**config.mk**
```make
export PLATFORM = sky130hd
export DESIGN_NAME = dedup_fault_code_queue_flat
export DESIGN_NICKNAME = d
export VERILOG_FILES = /design/src/rtl/core/dfq_pkg.sv /design/src/rtl/core/dfq_ifs.sv /design/src/rtl/core/dfq_cell.sv /design/src/rtl/core/dedup_fault_code_queue.sv /design/src/flat_wrapper.sv
export SDC_FILE = /design/constraint.sdc
export NUM_CORES = 1
export LEC_CHECK = 0
export BUFFER_PORTS_ARGS = -buffer_cell sky130_fd_sc_hd__buf_4
export CAP_MARGIN = 20
export CORE_MARGIN = 2
export CORE_UTILIZATION = 42
export DETAILED_ROUTE_END_ITERATION = 12
export GPL_TIMING_DRIVEN = 1
export PLACE_DENSITY = 0.69
export SYNTH_ARGS = -nofsm -noshare
export SYNTH_HDL_FRONTEND = slang
export SYNTH_HIERARCHICAL = 1
export SYNTH_SLANG_ARGS = --single-unit
```
**constraint.sdc**
```tcl
create_clock -name i_clk -period 6.7 [get_ports i_clk]
set_clock_uncertainty 0.15 [all_clocks]
set_input_delay 0 -clock i_clk [delete_from_list [all_inputs] [get_ports i_clk]]
set_output_delay 0 -clock i_clk [all_outputs]
set_load 0.01 [all_outputs]
```
**src/rtl/core/dfq_pkg.sv**
```systemverilog
package dfq_pkg;

    localparam int DEPTH = 5;

    localparam logic [7:0] EMPTY_CODE = 8'h00;
    localparam logic [7:0] FREE_POS   = 8'hff;

    localparam logic [1:0] MODE_PUSH  = 2'd0;
    localparam logic [1:0] MODE_POP   = 2'd1;
    localparam logic [1:0] MODE_CLEAR = 2'd2;

    localparam logic [1:0] ST_STORED = 2'd0;
    localparam logic [1:0] ST_DUP    = 2'd1;
    localparam logic [1:0] ST_FULL   = 2'd2;
    localparam logic [1:0] ST_NONE   = 2'd3;

    typedef struct packed {
        logic [7:0] code;
        logic [7:0] position;
    } t_slot;

    localparam t_slot EMPTY_SLOT = '{code: EMPTY_CODE, position: FREE_POS};

    typedef struct packed {
        logic clear;
        logic shift;
        logic load;
    } t_cell_ctl;

    typedef struct packed {
        logic occupied;
        logic match;
    } t_cell_stat;

endpackage

```
**src/rtl/core/dfq_ifs.sv**
```systemverilog
interface dfq_in_if;
    logic       valid;
    logic       ready;
    logic [1:0] mode;
    logic [7:0] fault_code;
    logic [7:0] position;

    modport source (output valid, output mode, output fault_code, output position,
                    input ready);
    modport sink   (input valid, input mode, input fault_code, input position,
                    output ready);
endinterface

interface dfq_out_if;
    logic       valid;
    logic       ready;
    logic [7:0] head_code;
    logic [7:0] head_position;
    logic [1:0] push_status;

    modport source (output valid, output head_code, output head_position,
                    output push_status, input ready);
    modport sink   (input valid, input head_code, input head_position,
                    input push_status, output ready);
endinterface

```
**src/rtl/core/dfq_cell.sv**
```systemverilog
module dfq_cell (
    input  logic               i_clk,
    input  logic               i_rst_n,
    input  dfq_pkg::t_cell_ctl i_ctl,
    input  dfq_pkg::t_slot     i_next,
    input  dfq_pkg::t_slot     i_push,
    output dfq_pkg::t_slot     o_slot,
    output dfq_pkg::t_cell_stat o_stat
);
    import dfq_pkg::*;

    t_slot r_slot;
    t_slot n_slot;

    always_comb begin
        n_slot = r_slot;
        if (i_ctl.clear) begin
            n_slot = EMPTY_SLOT;
        end else if (i_ctl.shift) begin
            n_slot = i_next;
        end else if (i_ctl.load) begin
            n_slot = i_push;
        end
    end

    always_ff @(posedge i_clk) begin
        if (!i_rst_n) begin
            r_slot <= EMPTY_SLOT;
        end else begin
            r_slot <= n_slot;
        end
    end

    assign o_slot          = r_slot;
    assign o_stat.occupied = (r_slot.code != EMPTY_CODE);
    assign o_stat.match    = (r_slot.code != EMPTY_CODE) && (r_slot.code == i_push.code);

endmodule

```
**src/rtl/core/dedup_fault_code_queue.sv**
```systemverilog
// deduplicating fault-code queue, a row of DEPTH slot cells packed toward the head
// i_item (valid/ready): mode 0 push fault_code/position, 1 pop head, 2 clear, 3 no-op
// o_result (valid/ready): head code and position as they stood before the item,
//   plus push status (0 stored, 1 duplicate or empty code, 2 full, 3 not a push)
// every item gives exactly one result, in order
// the result is registered, valid in the cycle after the item is accepted
// throughput: one item per cycle while results are taken; the compare across all cells, the
//   first-free pick and the shift between neighbors all settle in that cycle
// i_item.ready is high while the result register is empty or being taken, so a
//   new item is accepted in the same cycle the previous result leaves
// a stalled receiver holds the result and blocks further items until it is taken
// synchronous active-low reset empties every slot (code EMPTY_CODE, position 255)
//   and drops any pending result; no clearing pass is needed
module dedup_fault_code_queue (
    input  logic             i_clk,
    input  logic             i_rst_n,
    dfq_in_if.sink           i_item,
    dfq_out_if.source        o_result
);
    import dfq_pkg::*;

    t_slot      w_slot [DEPTH];
    t_slot      w_next [DEPTH];
    t_cell_stat w_stat [DEPTH];
    t_cell_ctl  w_ctl  [DEPTH];
    t_slot      w_push;

    logic [DEPTH-1:0] w_occ;
    logic [DEPTH-1:0] w_match;
    logic [DEPTH-1:0] w_prev_occ;
    logic             w_accept;
    logic             w_push_ok;
    logic [1:0]       w_status;

    logic       r_out_valid;
    logic [7:0] r_head_code;
    logic [7:0] r_head_position;
    logic [1:0] r_push_status;

    assign i_item.ready = !r_out_valid || o_result.ready;
    assign w_accept     = i_item.valid && i_item.ready;

    assign w_push.code     = i_item.fault_code;
    assign w_push.position = i_item.position;

    // slot i is the first free one when it is free and its head-side neighbor is taken
    assign w_prev_occ = {w_occ[DEPTH-2:0], 1'b1};

    always_comb begin
        w_status = ST_NONE;
        case (i_item.mode)
            MODE_PUSH: begin
                if (i_item.fault_code == EMPTY_CODE || (|w_match)) begin
                    w_status = ST_DUP;
                end else if (&w_occ) begin
                    w_status = ST_FULL;
                end else begin
                    w_status = ST_STORED;
                end
            end
            default: w_status = ST_NONE;
        endcase
    end

    assign w_push_ok = w_accept && (i_item.mode == MODE_PUSH) && (w_status == ST_STORED);

    genvar g;
    generate
        for (g = 0; g < DEPTH; g++) begin : g_cell
            assign w_occ[g]   = w_stat[g].occupied;
            assign w_match[g] = w_stat[g].match;

            assign w_ctl[g].clear = w_accept && (i_item.mode == MODE_CLEAR);
            assign w_ctl[g].shift = w_accept && (i_item.mode == MODE_POP);
            assign w_ctl[g].load  = w_push_ok && !w_occ[g] && w_prev_occ[g];

            if (g == DEPTH - 1) begin : g_tail
                assign w_next[g] = EMPTY_SLOT;
            end else begin : g_body
                assign w_next[g] = w_slot[g+1];
            end

            dfq_cell u_cell (
                .i_clk   (i_clk),
                .i_rst_n (i_rst_n),
                .i_ctl   (w_ctl[g]),
                .i_next  (w_next[g]),
                .i_push  (w_push),
                .o_slot  (w_slot[g]),
                .o_stat  (w_stat[g])
            );
        end
    endgenerate

    always_ff @(posedge i_clk) begin
        if (!i_rst_n) begin
            r_out_valid <= 1'b0;
        end else if (w_accept) begin
            r_out_valid <= 1'b1;
        end else if (o_result.ready) begin
            r_out_valid <= 1'b0;
        end
    end

    always_ff @(posedge i_clk) begin
        if (w_accept) begin
            r_head_code     <= w_slot[0].code;
            r_head_position <= w_slot[0].position;
            r_push_status   <= w_status;
        end
    end

    assign o_result.valid         = r_out_valid;
    assign o_result.head_code     = r_head_code;
    assign o_result.head_position = r_head_position;
    assign o_result.push_status   = r_push_status;

endmodule
```
**src/flat_wrapper.sv**
```systemverilog
// flat-port wrapper written by rule: the top's interface ports become plain ports
module dedup_fault_code_queue_flat import dfq_pkg::*;
  (i_clk, i_rst_n, i_item_valid, i_item_mode, i_item_fault_code, i_item_position, i_item_ready, o_result_valid, o_result_head_code, o_result_head_position, o_result_push_status, o_result_ready);
  dfq_in_if i_item_i ();
  dfq_out_if o_result_i ();
  input  logic i_clk;
  input  logic i_rst_n;
  input wire logic [$bits(i_item_i.valid)-1:0] i_item_valid;
  input wire logic [$bits(i_item_i.mode)-1:0] i_item_mode;
  input wire logic [$bits(i_item_i.fault_code)-1:0] i_item_fault_code;
  input wire logic [$bits(i_item_i.position)-1:0] i_item_position;
  output wire logic [$bits(i_item_i.ready)-1:0] i_item_ready;
  output wire logic [$bits(o_result_i.valid)-1:0] o_result_valid;
  output wire logic [$bits(o_result_i.head_code)-1:0] o_result_head_code;
  output wire logic [$bits(o_result_i.head_position)-1:0] o_result_head_position;
  output wire logic [$bits(o_result_i.push_status)-1:0] o_result_push_status;
  input wire logic [$bits(o_result_i.ready)-1:0] o_result_ready;
  assign i_item_i.valid = i_item_valid;
  assign i_item_i.mode = i_item_mode;
  assign i_item_i.fault_code = i_item_fault_code;
  assign i_item_i.position = i_item_position;
  assign i_item_ready = i_item_i.ready;
  assign o_result_valid = o_result_i.valid;
  assign o_result_head_code = o_result_i.head_code;
  assign o_result_head_position = o_result_i.head_position;
  assign o_result_push_status = o_result_i.push_status;
  assign o_result_i.ready = o_result_ready;
  dedup_fault_code_queue u_core (.i_clk(i_clk), .i_rst_n(i_rst_n), .i_item(i_item_i), .o_result(o_result_i));
endmodule
```
* Word-level counts from Yosys, hierarchy flattened
Index checks and enable logic that the tools add are counted.
** Cells by class
- Mux-type cells :: 13
- Reductions and logical operators :: 44
- Bitwise logic cells :: 1
- Equality and inequality tests :: 7
** Operator list (count)
- $mux W16 :: 8
- $eq A8 B8 Y1 :: 5
- $reduce_bool A8 Y1 :: 5
- $logic_and A1 B1 Y1 :: 19
- $reduce_bool A2 Y1 :: 5
- $logic_not A8 Y1 :: 1
- $logic_not A1 Y1 :: 6
- $mux W2 :: 3
- $reduce_and A5 Y1 :: 1
- $reduce_or A5 Y1 :: 1
- $logic_not A2 Y1 :: 2
- $reduce_or A3 Y1 :: 1
- $eq A2 B1 Y1 const B :: 1
- $eq A2 B2 Y1 const B :: 1
- $logic_or A1 B1 Y1 :: 2
- $mux W1 :: 2
- $reduce_or A2 Y1 :: 1
- $not A1 Y1 :: 1
** Storage, ports and cells
- Output and inout port bits :: 20
- Word-level logic and storage cells :: 79
- Register bits :: 99
- Input port bits :: 22

* Logic depth before layout (Yosys ltp)
Gate-level depths: netlist of run 1.
- Depth after elaboration :: 12
- Gate-level depth with buffers :: 11
- Gate-level depth less buffers :: 9

* Hierarchy
Netlist of run 1, hierarchy kept.
** Modules (own cells, without submodules)
- dfq_cell :: sequential area each 320.3 um^2, cells each 86, times used 5, area an instance 927.1 um^2
- dedup_fault_code_queue :: sequential area each 560.5 um^2, cells each 45, times used 1, area an instance 752.0 um^2

* Least setup slack after synthesis of run 1
No wires, ideal clock.
- Path kind :: flip-flop to flip-flop
- From :: reg u_core.g_cell[0].u_cell.r_slot, in the netlist u_core/g_cell[0].u_cell/o_slot[8]
- To :: reg u_core.g_cell[2].u_cell.r_slot, in the netlist u_core/g_cell[2].u_cell/o_slot[0]
- Data arrival time :: 2.473 ns
- Stages on the path, launching flop included :: 12
- Path buffers :: 2
- Clock period less this slack :: 2.749 ns
- Setup slack :: 3.951 ns
- Data required time :: 6.424 ns
- Setup time :: 0.126 ns
- Cells stage by stage :: dfxtp_1 nor4_1 nand2_1 and3_1 nor4_4 o2111ai_4 nor4b_1 buf_6 buf_12 mux2_4 mux2i_1 nand2_1
** RTL lines
- start, declared :: line dfq_cell.sv:12 : t_slot r_slot;
- start signal, assigned :: line dfq_cell.sv:30 : r_slot <= n_slot;
- end signal, assigned :: line dfq_cell.sv:30
- end, declared :: line dfq_cell.sv:12

==> impl_metrics.env, run 1 <==
export IMPL_die_h_um=117
export IMPL_holdCritPathClass="primary input to register"
export IMPL_io_buffers=41
export IMPL_seqCellArea_sq_um=2160
export IMPL_clk_path_buf_depth=2
export IMPL_synth_xor_area_share_pct=6.50
export IMPL_synth_top_family_by_area="multiplexers"
export IMPL_r2r_start="u_core/g_cell[0].u_cell/o_slot[8]$_SDFFE_PP0P_"
export IMPL_critPathCapture="u_core/g_cell[4].u_cell/o_slot[9]$_SDFFE_PP0P_"
export IMPL_detail_route_vias_per_cell=5.08
export IMPL_clock_power_share_pct=40.1
export IMPL_required_ns=6.77
export IMPL_multi_input_area_sq_um=3040
export IMPL_cp_max_fo=16
export IMPL_timing_setup_tns_ns=0
export IMPL_pin_count=42
export IMPL_worstMarginPinSlew_ns=0.734
export IMPL_fp_dieArea_sq_um=13700
export IMPL_vias=3600
export IMPL_maxCapViolCount=0
export IMPL_final_common_cell="dfxtp_1"
export IMPL_yosys_area_top_type="dfxtp_1"
export IMPL_ys_seq_area_share_pct=40.1
export IMPL_synth_cell_type_count=29
export IMPL_synthAdderAreaFrac_pct=0
export IMPL_yosysWarningCount=6
export IMPL_power_density_nw_per_um2=207
export IMPL_rsz0062_at_grt="false"
export IMPL_ir_worst_vdd_uv=123
export IMPL_report_final_slew_viol_count=0
export IMPL_fin_nets=554
export IMPL_crit_path_start_kind="register"
export IMPL_fill_cells=1101
export IMPL_antennaDiodeCount=0
export IMPL_p_seq_share_pct=48.8
export IMPL_post_route_min_period_ns=3.14
export IMPL_cts_sinks=99
export IMPL_cts_htree_levels=3
export IMPL_fin_crit_sh_pct=46.9
export IMPL_numCtsBuffers=9
export IMPL_fin_total_pwr_mw=1.29
export IMPL_finalHoldViolCount=0
export IMPL_power_switching_mw=0.314
export IMPL_dpl_cell_area_sq_um=5790
export IMPL_switching_share_pct=24.4
export IMPL_grt_pass1_vias=3632
export IMPL_layout_drive_gt1_share_pct=28.5
export IMPL_postCtsSetupBuffers=0
export IMPL_antenna_left=0
export IMPL_clkSlewWorstSetupHoldPaths_ns=0.06
export IMPL_stdcell_area_sq_um=6230
export IMPL_die_width_um=117
export IMPL_worstPathArrival_ns=3.21
export IMPL_initial_core_util_pct=42.9
export IMPL_max_slew_margin_pct=51.0
export IMPL_cp_end_kind="register"
export IMPL_outcome="completed"
export IMPL_grt_max_degree=41
export IMPL_core_area_sq_um=12600
export IMPL_yosys_mux_area_fraction_pct=35.1
export IMPL_num_rows=41
export IMPL_synth_area_leaders="dfxtp_1 (30%), mux2i_1 (15%), mux2_4 (14%), edfxtp_1 (10%), xor2_1 (6.5%)"
export IMPL_gp_congestion=0.752
export IMPL_synth_area_sq_um=5390
export IMPL_combPwrFrac_pct=11.1
export IMPL_area_delta_synth_final_pct=15.6
export IMPL_syn_inst=475
export IMPL_drtIter0Drc=289
export IMPL_cts_tree="done"
export IMPL_hold_buffers=13
export IMPL_synth_compound_area_share_pct=0.859
export IMPL_reg2reg_slack_ns=3.56
export IMPL_drc=0
export IMPL_synth_top_cell_area_share_pct=30.1
export IMPL_wirelength_mm=11.5
export IMPL_crit_start="u_core/g_cell[0].u_cell/o_slot[8]$_SDFFE_PP0P_"
export IMPL_setup_viol=0
export IMPL_ys_ff_latch=99
export IMPL_grt_first_pass_wirelength_mm=18.7
export IMPL_grt_usage_pct=17.6
export IMPL_layout_common_cells="dfxtp_1 (81), mux2i_1 (80), mux2_4 (50)"
export IMPL_synth_simple_gate_area_share_pct=12.2
export IMPL_clk_latency_ns=0.35
export IMPL_synth_avg_cell_area_sq_um=11.3
export IMPL_overflow=0
export IMPL_reg2regPathDepth=10
export IMPL_p_int_mw=0.973
export IMPL_antenna_found_initial=0
export IMPL_firstDrtPassIters=4
export IMPL_cts_resized=0
export IMPL_p_leak_nw=2.52
export IMPL_critPathKind="register to register"
export IMPL_dpl_hpwl_mm=7.90
export IMPL_rr_endpoint="u_core/g_cell[4].u_cell/o_slot[9]$_SDFFE_PP0P_"
export IMPL_wl_per_cell_um=16.2
export IMPL_clockRootBuffer="clkbuf_16"
export IMPL_fmax_ghz=0.318
==> worst min path at each step <==
stage | from | endpoint | slack, ns | depth (start not counted)
6_report | i_item_fault_code[1] | u_core/g_cell[1].u_cell/o_slot[9]$_SDFFE_PP0P_ | 0.02 | 4
5_1_grt | i_item_fault_code[4] | u_core/g_cell[0].u_cell/o_slot[12]$_SDFFE_PP0P_ | 0.04 | 4
4_1_cts | i_item_fault_code[1] | u_core/g_cell[1].u_cell/o_slot[9]$_SDFFE_PP0P_ | 0.02 | 4
3_5_place_dp | i_item_valid | u_core/o_result.valid$_SDFFE_PN0P_ | 0.15 | 3
3_3_place_gp | i_item_valid | u_core/o_result.valid$_SDFFE_PN0P_ | 0.14 | 3
2_1_floorplan | i_item_valid | u_core/o_result.valid$_SDFFE_PN0P_ | -0.01 | 2
==> cells by family (layout without fill, tap and decap cells) <==
| kind of cell | Yosys count | in the layout |
|---|---|---|
| compound gates | 4 | 4 |
| mux | 160 | 160 |
| buf+inv | 35 | 83 |
| flops | 99 | 99 |
| simple gates | 135 | 135 |
| xor+xnor | 40 | 40 |
| other cells | 2 | 16 |
==> per-layer routing <==
metal / vias up / GRT usage, % / wire length (um)
met1: 1749 / 23.5 / 5420
met2: 59 / 29.0 / 5470
met3: 18 / 1.70 / 340
li1: 1774 / - / -
met5: - / 0 / 0
met4: 0 / 7.76 / 249
==> layout make-up <==
| cell class | instances | area share, % |
|---|---|---|
| sequential | 99 | 34.7 |
| timing repair buffer | 62 | 8.00 |
| inverter | 5 | 0.301 |
| multi-input combinational | 355 | 48.8 |
| tap | 172 | 3.46 |
| clock inverter | 7 | 1.11 |
| clock buffer | 9 | 3.62 |
==> through the flow <==
stage / instances / util (%) / hold WS, ns / setup slack [ns]
2_1_floorplan: 489 / - / -0.0112 / 3.95
4_1_cts: 708 / 49.5 / 0.0243 / 3.56
3_3_place_gp: 679 / 46.1 / 0.137 / 3.70
6_report: 709 / 49.5 / 0.0178 / 3.56
5_1_grt: 709 / 49.5 / 0.0384 / 3.38
3_5_place_dp: 679 / 46.1 / 0.150 / 3.60
==> critical path, cell delays in order (launching register included) <==
cell and delay, ns:
dfxtp_1 0.34, nor4_1 0.30, nand2_1 0.22, and3_1 0.26
nor4_4 0.35, o2111ai_4 0.24, nor4b_2 0.26, buf_4 0.32
mux2_2 0.37, mux2i_1 0.14, nor2_1 0.06
==> power groups by stage <==
stage	logic [mW]	clock network, mW	registers (mW)
floorplan	0.0881	0	0.641
global placement	0.132	0	0.641
CTS	0.142	0.522	0.628
finish	0.143	0.517	0.628
global route	0.154	0.549	0.629
detailed placement	0.135	0	0.641
==> cells in the mapped netlist <==
master,instances
nand2b_1,6
mux2_4,50
nand3_1,1
conb_1,2
nor3b_1,2
buf_1,10
inv_1,5
mux2i_1,80
buf_2,5
dfxtp_1,81
and3_1,6
nor4b_1,2
o2111ai_4,1
xor2_1,40
nor4_1,22
buf_4,5
nor4_4,1
o211ai_1,1
edfxtp_1,18
nor2_1,41
a21boi_0,1
nor3_1,1
mux2_2,30
o21ai_1,1
buf_12,5
nand2_1,46
nor2b_1,5
or4_4,2
buf_6,5
==> state kept, by name (all words and copies together), names as in the netlist <==
name	cells
u_core/o_result.head_position	8
u_core/o_result.head_code	8
u_core/g_cell.u_cell/o_slot	80
u_core/o_result.push_status	2
u_core/o_result.valid	1
Power figures use the tool's default switching activity.
==> inputs of run 2 (changes only) <==
PLACE_DENSITY = 0.71   (was 0.69)
clock period = 2.8 ns   (was 6.7 ns; I/O delays follow)
==> impl_metrics.env, run 2 (synthesized netlist as in run 1, its figures left out) <==
export IMPL_ir_worst_vdd_uv=332
export IMPL_stdcell_area_sq_um=6780
export IMPL_overflow=0
export IMPL_post_route_min_period_ns=3.15
export IMPL_finalHoldViolCount=0
export IMPL_required_ns=2.86
export IMPL_antennaDiodeCount=0
export IMPL_fin_total_pwr_mw=3.16
export IMPL_outcome="complete, but fails checks"
export IMPL_clockRootBuffer="clkbuf_16"
export IMPL_hold_depth=4
export IMPL_die_width_um=117
export IMPL_report_final_slew_viol_count=0
export IMPL_crit_path_start_kind="register"
export IMPL_clkSlewWorstSetupHoldPaths_ns=0.07
export IMPL_drc=0
export IMPL_critPathKind="register to register"
export IMPL_dp_slack_ns=-0.207
export IMPL_wirelength_mm=12.2
export IMPL_final_common_cell="mux2i_1"
export IMPL_violations="negative setup slack"
export IMPL_antenna_found_initial=0
export IMPL_numCtsBuffers=9
export IMPL_dpl_hpwl_mm=7.96
export IMPL_dpl_cell_area_sq_um=6060
export IMPL_fin_nets=593
export IMPL_layout_drive_gt1_share_pct=37.0
export IMPL_core_area_sq_um=12600
export IMPL_area_delta_synth_final_pct=25.9
export IMPL_grt_first_pass_wirelength_mm=18.9
export IMPL_grt_usage_pct=17.4
export IMPL_fp_dieArea_sq_um=13700
export IMPL_p_seq_share_pct=47.6
export IMPL_num_rows=41
export IMPL_pin_count=42
export IMPL_firstDrtPassIters=4
export IMPL_drtIter0Drc=241
export IMPL_cts_sinks=99
export IMPL_cts_tree="done"
export IMPL_cp_max_fo=8
export IMPL_clock_power_share_pct=39.7
export IMPL_fin_crit_sh_pct=113
export IMPL_max_slew_margin_pct=55.2
export IMPL_worst_slack_ns=-0.354
export IMPL_largest_reg_flops=80
export IMPL_p_int_mw=2.38
export IMPL_power_switching_mw=0.777
export IMPL_clk_path_buf_depth=2
export IMPL_gp_congestion=0.779
export IMPL_switching_share_pct=24.6
export IMPL_fmax_ghz=0.317
export IMPL_cp_end_kind="register"
export IMPL_io_buffers=41
export IMPL_maxCapViolCount=0
export IMPL_rsz0062_at_grt="true"
export IMPL_wl_per_cell_um=16.3
export IMPL_antenna_left=0
export IMPL_cts_htree_levels=3
export IMPL_setup_viol=80
export IMPL_layout_common_cells="mux2i_1 (77), buf_4 (76), dfxtp_1 (75)"
export IMPL_power_density_nw_per_um2=466
export IMPL_reg2regPathDepth=12
export IMPL_post_route_util_pct=54.0
export IMPL_clk_latency_ns=0.34
export IMPL_grt_max_degree=41
export IMPL_p_leak_nw=2.80
export IMPL_worstMarginPinSlew_ns=0.670
export IMPL_vias=3709
export IMPL_detail_route_vias_per_cell=4.96
export IMPL_worstPathArrival_ns=3.21
export IMPL_die_h_um=117
export IMPL_holdCritPathClass="primary input to register"
export IMPL_timing_setup_tns_ns=-17.63
export IMPL_grt_pass1_vias=3796
export IMPL_combPwrFrac_pct=12.7
export IMPL_initial_core_util_pct=42.9
run 2: changes by cell type in the layout (fill, tap and decap cells not counted), moves of 6 or more:
cell,previous run,this run
mux2_2,30,20
buf_6,0,6
nor4_1,20,13
dfxtp_1,81,75
mux2_4,50,60
buf_4,48,76
run 2: path summary, 6_finish.rpt:
path                                              startpoint                                               to  slack (ns)
max          u_core/g_cell[2].u_cell/o_slot[14]$_SDFFE_PP0P_   u_core/g_cell[4].u_cell/o_slot[7]$_SDFFE_PP1P_       -0.35
min                                     i_item_fault_code[6]  u_core/g_cell[4].u_cell/o_slot[14]$_SDFFE_PP0P_        0.02
max reg2reg  u_core/g_cell[2].u_cell/o_slot[14]$_SDFFE_PP0P_   u_core/g_cell[4].u_cell/o_slot[7]$_SDFFE_PP1P_       -0.35
min reg2reg   u_core/g_cell[0].u_cell/o_slot[3]$_SDFFE_PP1P_       u_core/o_result.head_position[3]$_DFFE_PP_        0.29
run 2: area by class of cell:
cell class / count / area (sq um)
clock buffers: 9 / 225
clock inverters: 7 / 75.1
fillers: 1049 / 5780
inverters: 5 / 18.8
multi-input cells: 355 / 3190
flip-flops and latches: 99 / 2170
well taps: 172 / 215
repair buffers: 101 / 888
run 2: power groups by stage:
stage / sequential, mW / clock (mW) / combinational, mW
2_1_floorplan: 1.53 / 0 / 0.211
3_3_place_gp: 1.53 / 0 / 0.336
3_5_place_dp: 1.53 / 0 / 0.345
4_1_cts: 1.50 / 1.28 / 0.388
5_1_grt: 1.51 / 1.34 / 0.430
6_report: 1.50 / 1.25 / 0.402
run 2: worst max-delay path: stages, from the launching register on:
cell	delay, ns
dfxtp_2	0.35
nor4_4	0.29
nand2_1	0.13
and3_1	0.20
nor4_4	0.35
o2111ai_4	0.19
buf_6	0.17
nor4b_4	0.31
buf_4	0.21
clkbuf_16	0.17
mux2_4	0.30
mux2i_1	0.12
nand2_1	0.07
run 2: per-layer routing:
metal / wire [um] / part of all wire (%) / GRT usage (%) / vias to the layer above
met5: 0 / 0 / 0 / -
met3: 270 / 2.2 / 2.83 / 8
li1: - / - / - / 1842
met1: 5560 / 46 / 21.9 / 1810
met2: 6250 / 51 / 30.6 / 49
met4: 123 / 1.0 / 5.18 / 0
run 2: per-stage QoR:
stage | instances | hold WS, ns
after floorplan | 489 | -0.0112
after global placement | 706 | 0.119
after detailed placement | 706 | 0.124
after CTS | 741 | 0.00531
after global routing | 748 | 0.0345
final | 748 | 0.0151
run 2: timing repair:
action                     CTS  global route
setup endpoints to repair   80            80
cloned                       1             2
pin swaps                    8            11
gates resized for setup     26            21
setup buffers                5             8
hold endpoints to repair    42             0
hold buffers                13             0
==> inputs of run 3 (changes only) <==
RECOVER_POWER = 100   (was default)
REMOVE_ABC_BUFFERS = 1   (was default)
==> impl_metrics.env, run 3 (synthesized netlist as in run 1, its figures left out) <==
export IMPL_outcome="complete, but fails checks"
export IMPL_violations="negative setup slack"
export IMPL_initial_core_util_pct=42.9
export IMPL_p_leak_nw=2.77
export IMPL_clk_latency_ns=0.34
export IMPL_drtIter0Drc=221
export IMPL_layout_common_cells="mux2i_1 (80), mux2_4 (70), dfxtp_1 (68)"
export IMPL_cp_max_fo=8
export IMPL_critPathKind="register to register"
export IMPL_clk_path_buf_depth=2
export IMPL_cts_tree="done"
export IMPL_hold_depth=3
export IMPL_die_width_um=117
export IMPL_layout_drive_gt1_share_pct=34.6
export IMPL_grt_max_degree=45
export IMPL_drc=0
export IMPL_max_slew_margin_pct=55.1
export IMPL_fin_nets=598
export IMPL_ir_worst_vdd_uv=283
export IMPL_fin_crit_sh_pct=106
export IMPL_grt_first_pass_wirelength_mm=20.0
export IMPL_clkSlewWorstSetupHoldPaths_ns=0.07
export IMPL_area_delta_synth_final_pct=26.5
export IMPL_multi_input_area_sq_um=3220
export IMPL_min_delay_start="i_rst_n"
export IMPL_fmax_ghz=0.336
export IMPL_power_density_nw_per_um2=474
export IMPL_reg2reg_slack_ns=-0.17
export IMPL_fp_dieArea_sq_um=13700
export IMPL_firstDrtPassIters=4
export IMPL_required_ns=2.88
export IMPL_io_buffers=41
export IMPL_vias=3792
export IMPL_post_route_min_period_ns=2.97
export IMPL_fill_cells=1052
export IMPL_place_inst=710
export IMPL_antenna_left=0
export IMPL_core_area_sq_um=12600
export IMPL_cts_htree_levels=3
export IMPL_worstPathArrival_ns=3.05
export IMPL_cp_top_family="simple AND/OR/NAND/NOR gates"
export IMPL_max_stage_delay_ns=0.34
export IMPL_cts_sinks=99
export IMPL_worstMarginPinSlew_ns=0.673
export IMPL_grt_usage_pct=18.9
export IMPL_rsz0062_at_grt="true"
export IMPL_finalHoldViolCount=0
export IMPL_pin_count=42
export IMPL_antenna_found_initial=0
export IMPL_critPathBufInv=3
export IMPL_path_cells="nor4_2 > nand2_1 > and3_4 > nor4_4 > o2111ai_4 > buf_6 > nor4_4 > buf_4 > buf_8 > mux2_2 > mux2i_1 > nor2_1"
export IMPL_holdCritPathClass="primary input to register"
export IMPL_cp_end_kind="register"
export IMPL_overflow=0
export IMPL_fin_cells=753
export IMPL_crit_path_start_kind="register"
export IMPL_r2r_start="u_core/g_cell[2].u_cell/o_slot[14]$_SDFFE_PP0P_"
export IMPL_clockRootBuffer="clkbuf_16"
export IMPL_dpl_hpwl_mm=8.19
export IMPL_antennaDiodeCount=0
export IMPL_detail_route_vias_per_cell=5.04
export IMPL_reg2regPathDepth=12
export IMPL_wl_per_cell_um=16.7
export IMPL_report_final_slew_viol_count=0
export IMPL_grt_pass1_vias=3943
export IMPL_largest_reg_flops=80
export IMPL_dp_slack_ns=-0.233
export IMPL_num_rows=41
export IMPL_crit_top_cell="nor4_4"
export IMPL_seqCellArea_sq_um=2180
export IMPL_worst_slack_ns=-0.175
export IMPL_final_common_cell="mux2i_1"
export IMPL_setup_viol=80
export IMPL_gp_congestion=0.845
export IMPL_cpMaxStageDelayCell="dfxtp_2"
export IMPL_wirelength_mm=12.5
export IMPL_numCtsBuffers=9
export IMPL_rr_endpoint="u_core/g_cell[1].u_cell/o_slot[12]$_SDFFE_PP0P_"
export IMPL_maxCapViolCount=0
export IMPL_die_h_um=117
export IMPL_hold_end="u_core/g_cell[2].u_cell/o_slot[0]$_SDFFE_PP1P_"
[run 3: cell types whose count changed in the layout (fill, tap and decap cells not counted), sizes merged]
cell,before,now
clkbuf,10,37
clkinvlp,0,1
buf,87,69
clkinv,3,2
dlygate4sd3,13,12
inv,8,5
[run 3: where the power goes]
| group | switching (mW) | total (mW) | internal [mW] |
|---|---|---|---|
| sequential | 0.0212 | 1.50 | 1.48 |
| combinational | 0.205 | 0.397 | 0.192 |
| clock | 0.532 | 1.33 | 0.799 |
| total | 0.759 | 3.23 | 2.47 |
[run 3: area by class of cell]
| cell class | count | area share, % |
|---|---|---|
| Clock buffer | 12 | 4.08 |
| Tap cell | 172 | 3.16 |
| Clock inverter | 4 | 0.808 |
| Inverter | 5 | 0.275 |
| Sequential cell | 99 | 32.0 |
| Multi-Input combinational cell | 355 | 47.2 |
| Timing Repair Buffer | 106 | 12.4 |
[run 3: worst max path at each step]
stage	endpoint	slack, ns	from	cells after the start
2_1_floorplan	u_core/g_cell[0].u_cell/o_slot[0]$_SDFFE_PP1P_	-7.12	u_core/o_result.valid$_SDFFE_PN0P_	5
3_3_place_gp	u_core/g_cell[2].u_cell/o_slot[2]$_SDFFE_PP1P_	-0.13	u_core/g_cell[0].u_cell/o_slot[8]$_SDFFE_PP0P_	10
3_5_place_dp	u_core/g_cell[4].u_cell/o_slot[10]$_SDFFE_PP0P_	-0.23	u_core/g_cell[0].u_cell/o_slot[8]$_SDFFE_PP0P_	10
4_1_cts	u_core/g_cell[4].u_cell/o_slot[5]$_SDFFE_PP1P_	-0.13	u_core/g_cell[4].u_cell/o_slot[8]$_SDFFE_PP0P_	10
5_1_grt	u_core/g_cell[4].u_cell/o_slot[4]$_SDFFE_PP1P_	-0.32	u_core/g_cell[2].u_cell/o_slot[14]$_SDFFE_PP0P_	11
6_report	u_core/g_cell[1].u_cell/o_slot[12]$_SDFFE_PP0P_	-0.17	u_core/g_cell[2].u_cell/o_slot[14]$_SDFFE_PP0P_	12
[run 3: layer usage]
layer	global-route usage, %	share of wire (%)
met5	0	0
met4	6.35	1.6
met3	3.91	3.4
met2	33.0	50
met1	23.1	45
[run 3: repair_timing]
action,CTS,global route
gates resized for setup,30,29
hold buffers,12,0
cloned,1,0
endpoints found under the hold margin,42,0
pin swaps,3,12
buffers inserted,7,7
setup endpoints to repair,80,80
[run 3: worst register-to-register path, cell delays in order (launching register included)]
cell and delay (ns):
dfxtp_2 0.34, nor4_2 0.28, nand2_1 0.11, and3_4 0.17, nor4_4 0.34, o2111ai_4 0.25
buf_6 0.19, nor4_4 0.19, buf_4 0.18, buf_8 0.13, mux2_2 0.34, mux2i_1 0.13
nor2_1 0.05
[run 3: through the flow]
stage          instance area (sq um)  utilization (%)  TNS [ns]  power [mW]  hold WS [ns]
2_1_floorplan                   5180                -   -567.75        1.76       -0.0112
3_3_place_gp                    6080             48.4     -6.55        1.88         0.117
3_5_place_dp                    6080             48.4    -10.22        1.89         0.125
4_1_cts                         6740             53.6     -4.17        3.25       0.00578
5_1_grt                         6810             54.2    -19.21        3.34        0.0195
6_report                        6810             54.2     -7.86        3.23       0.00977
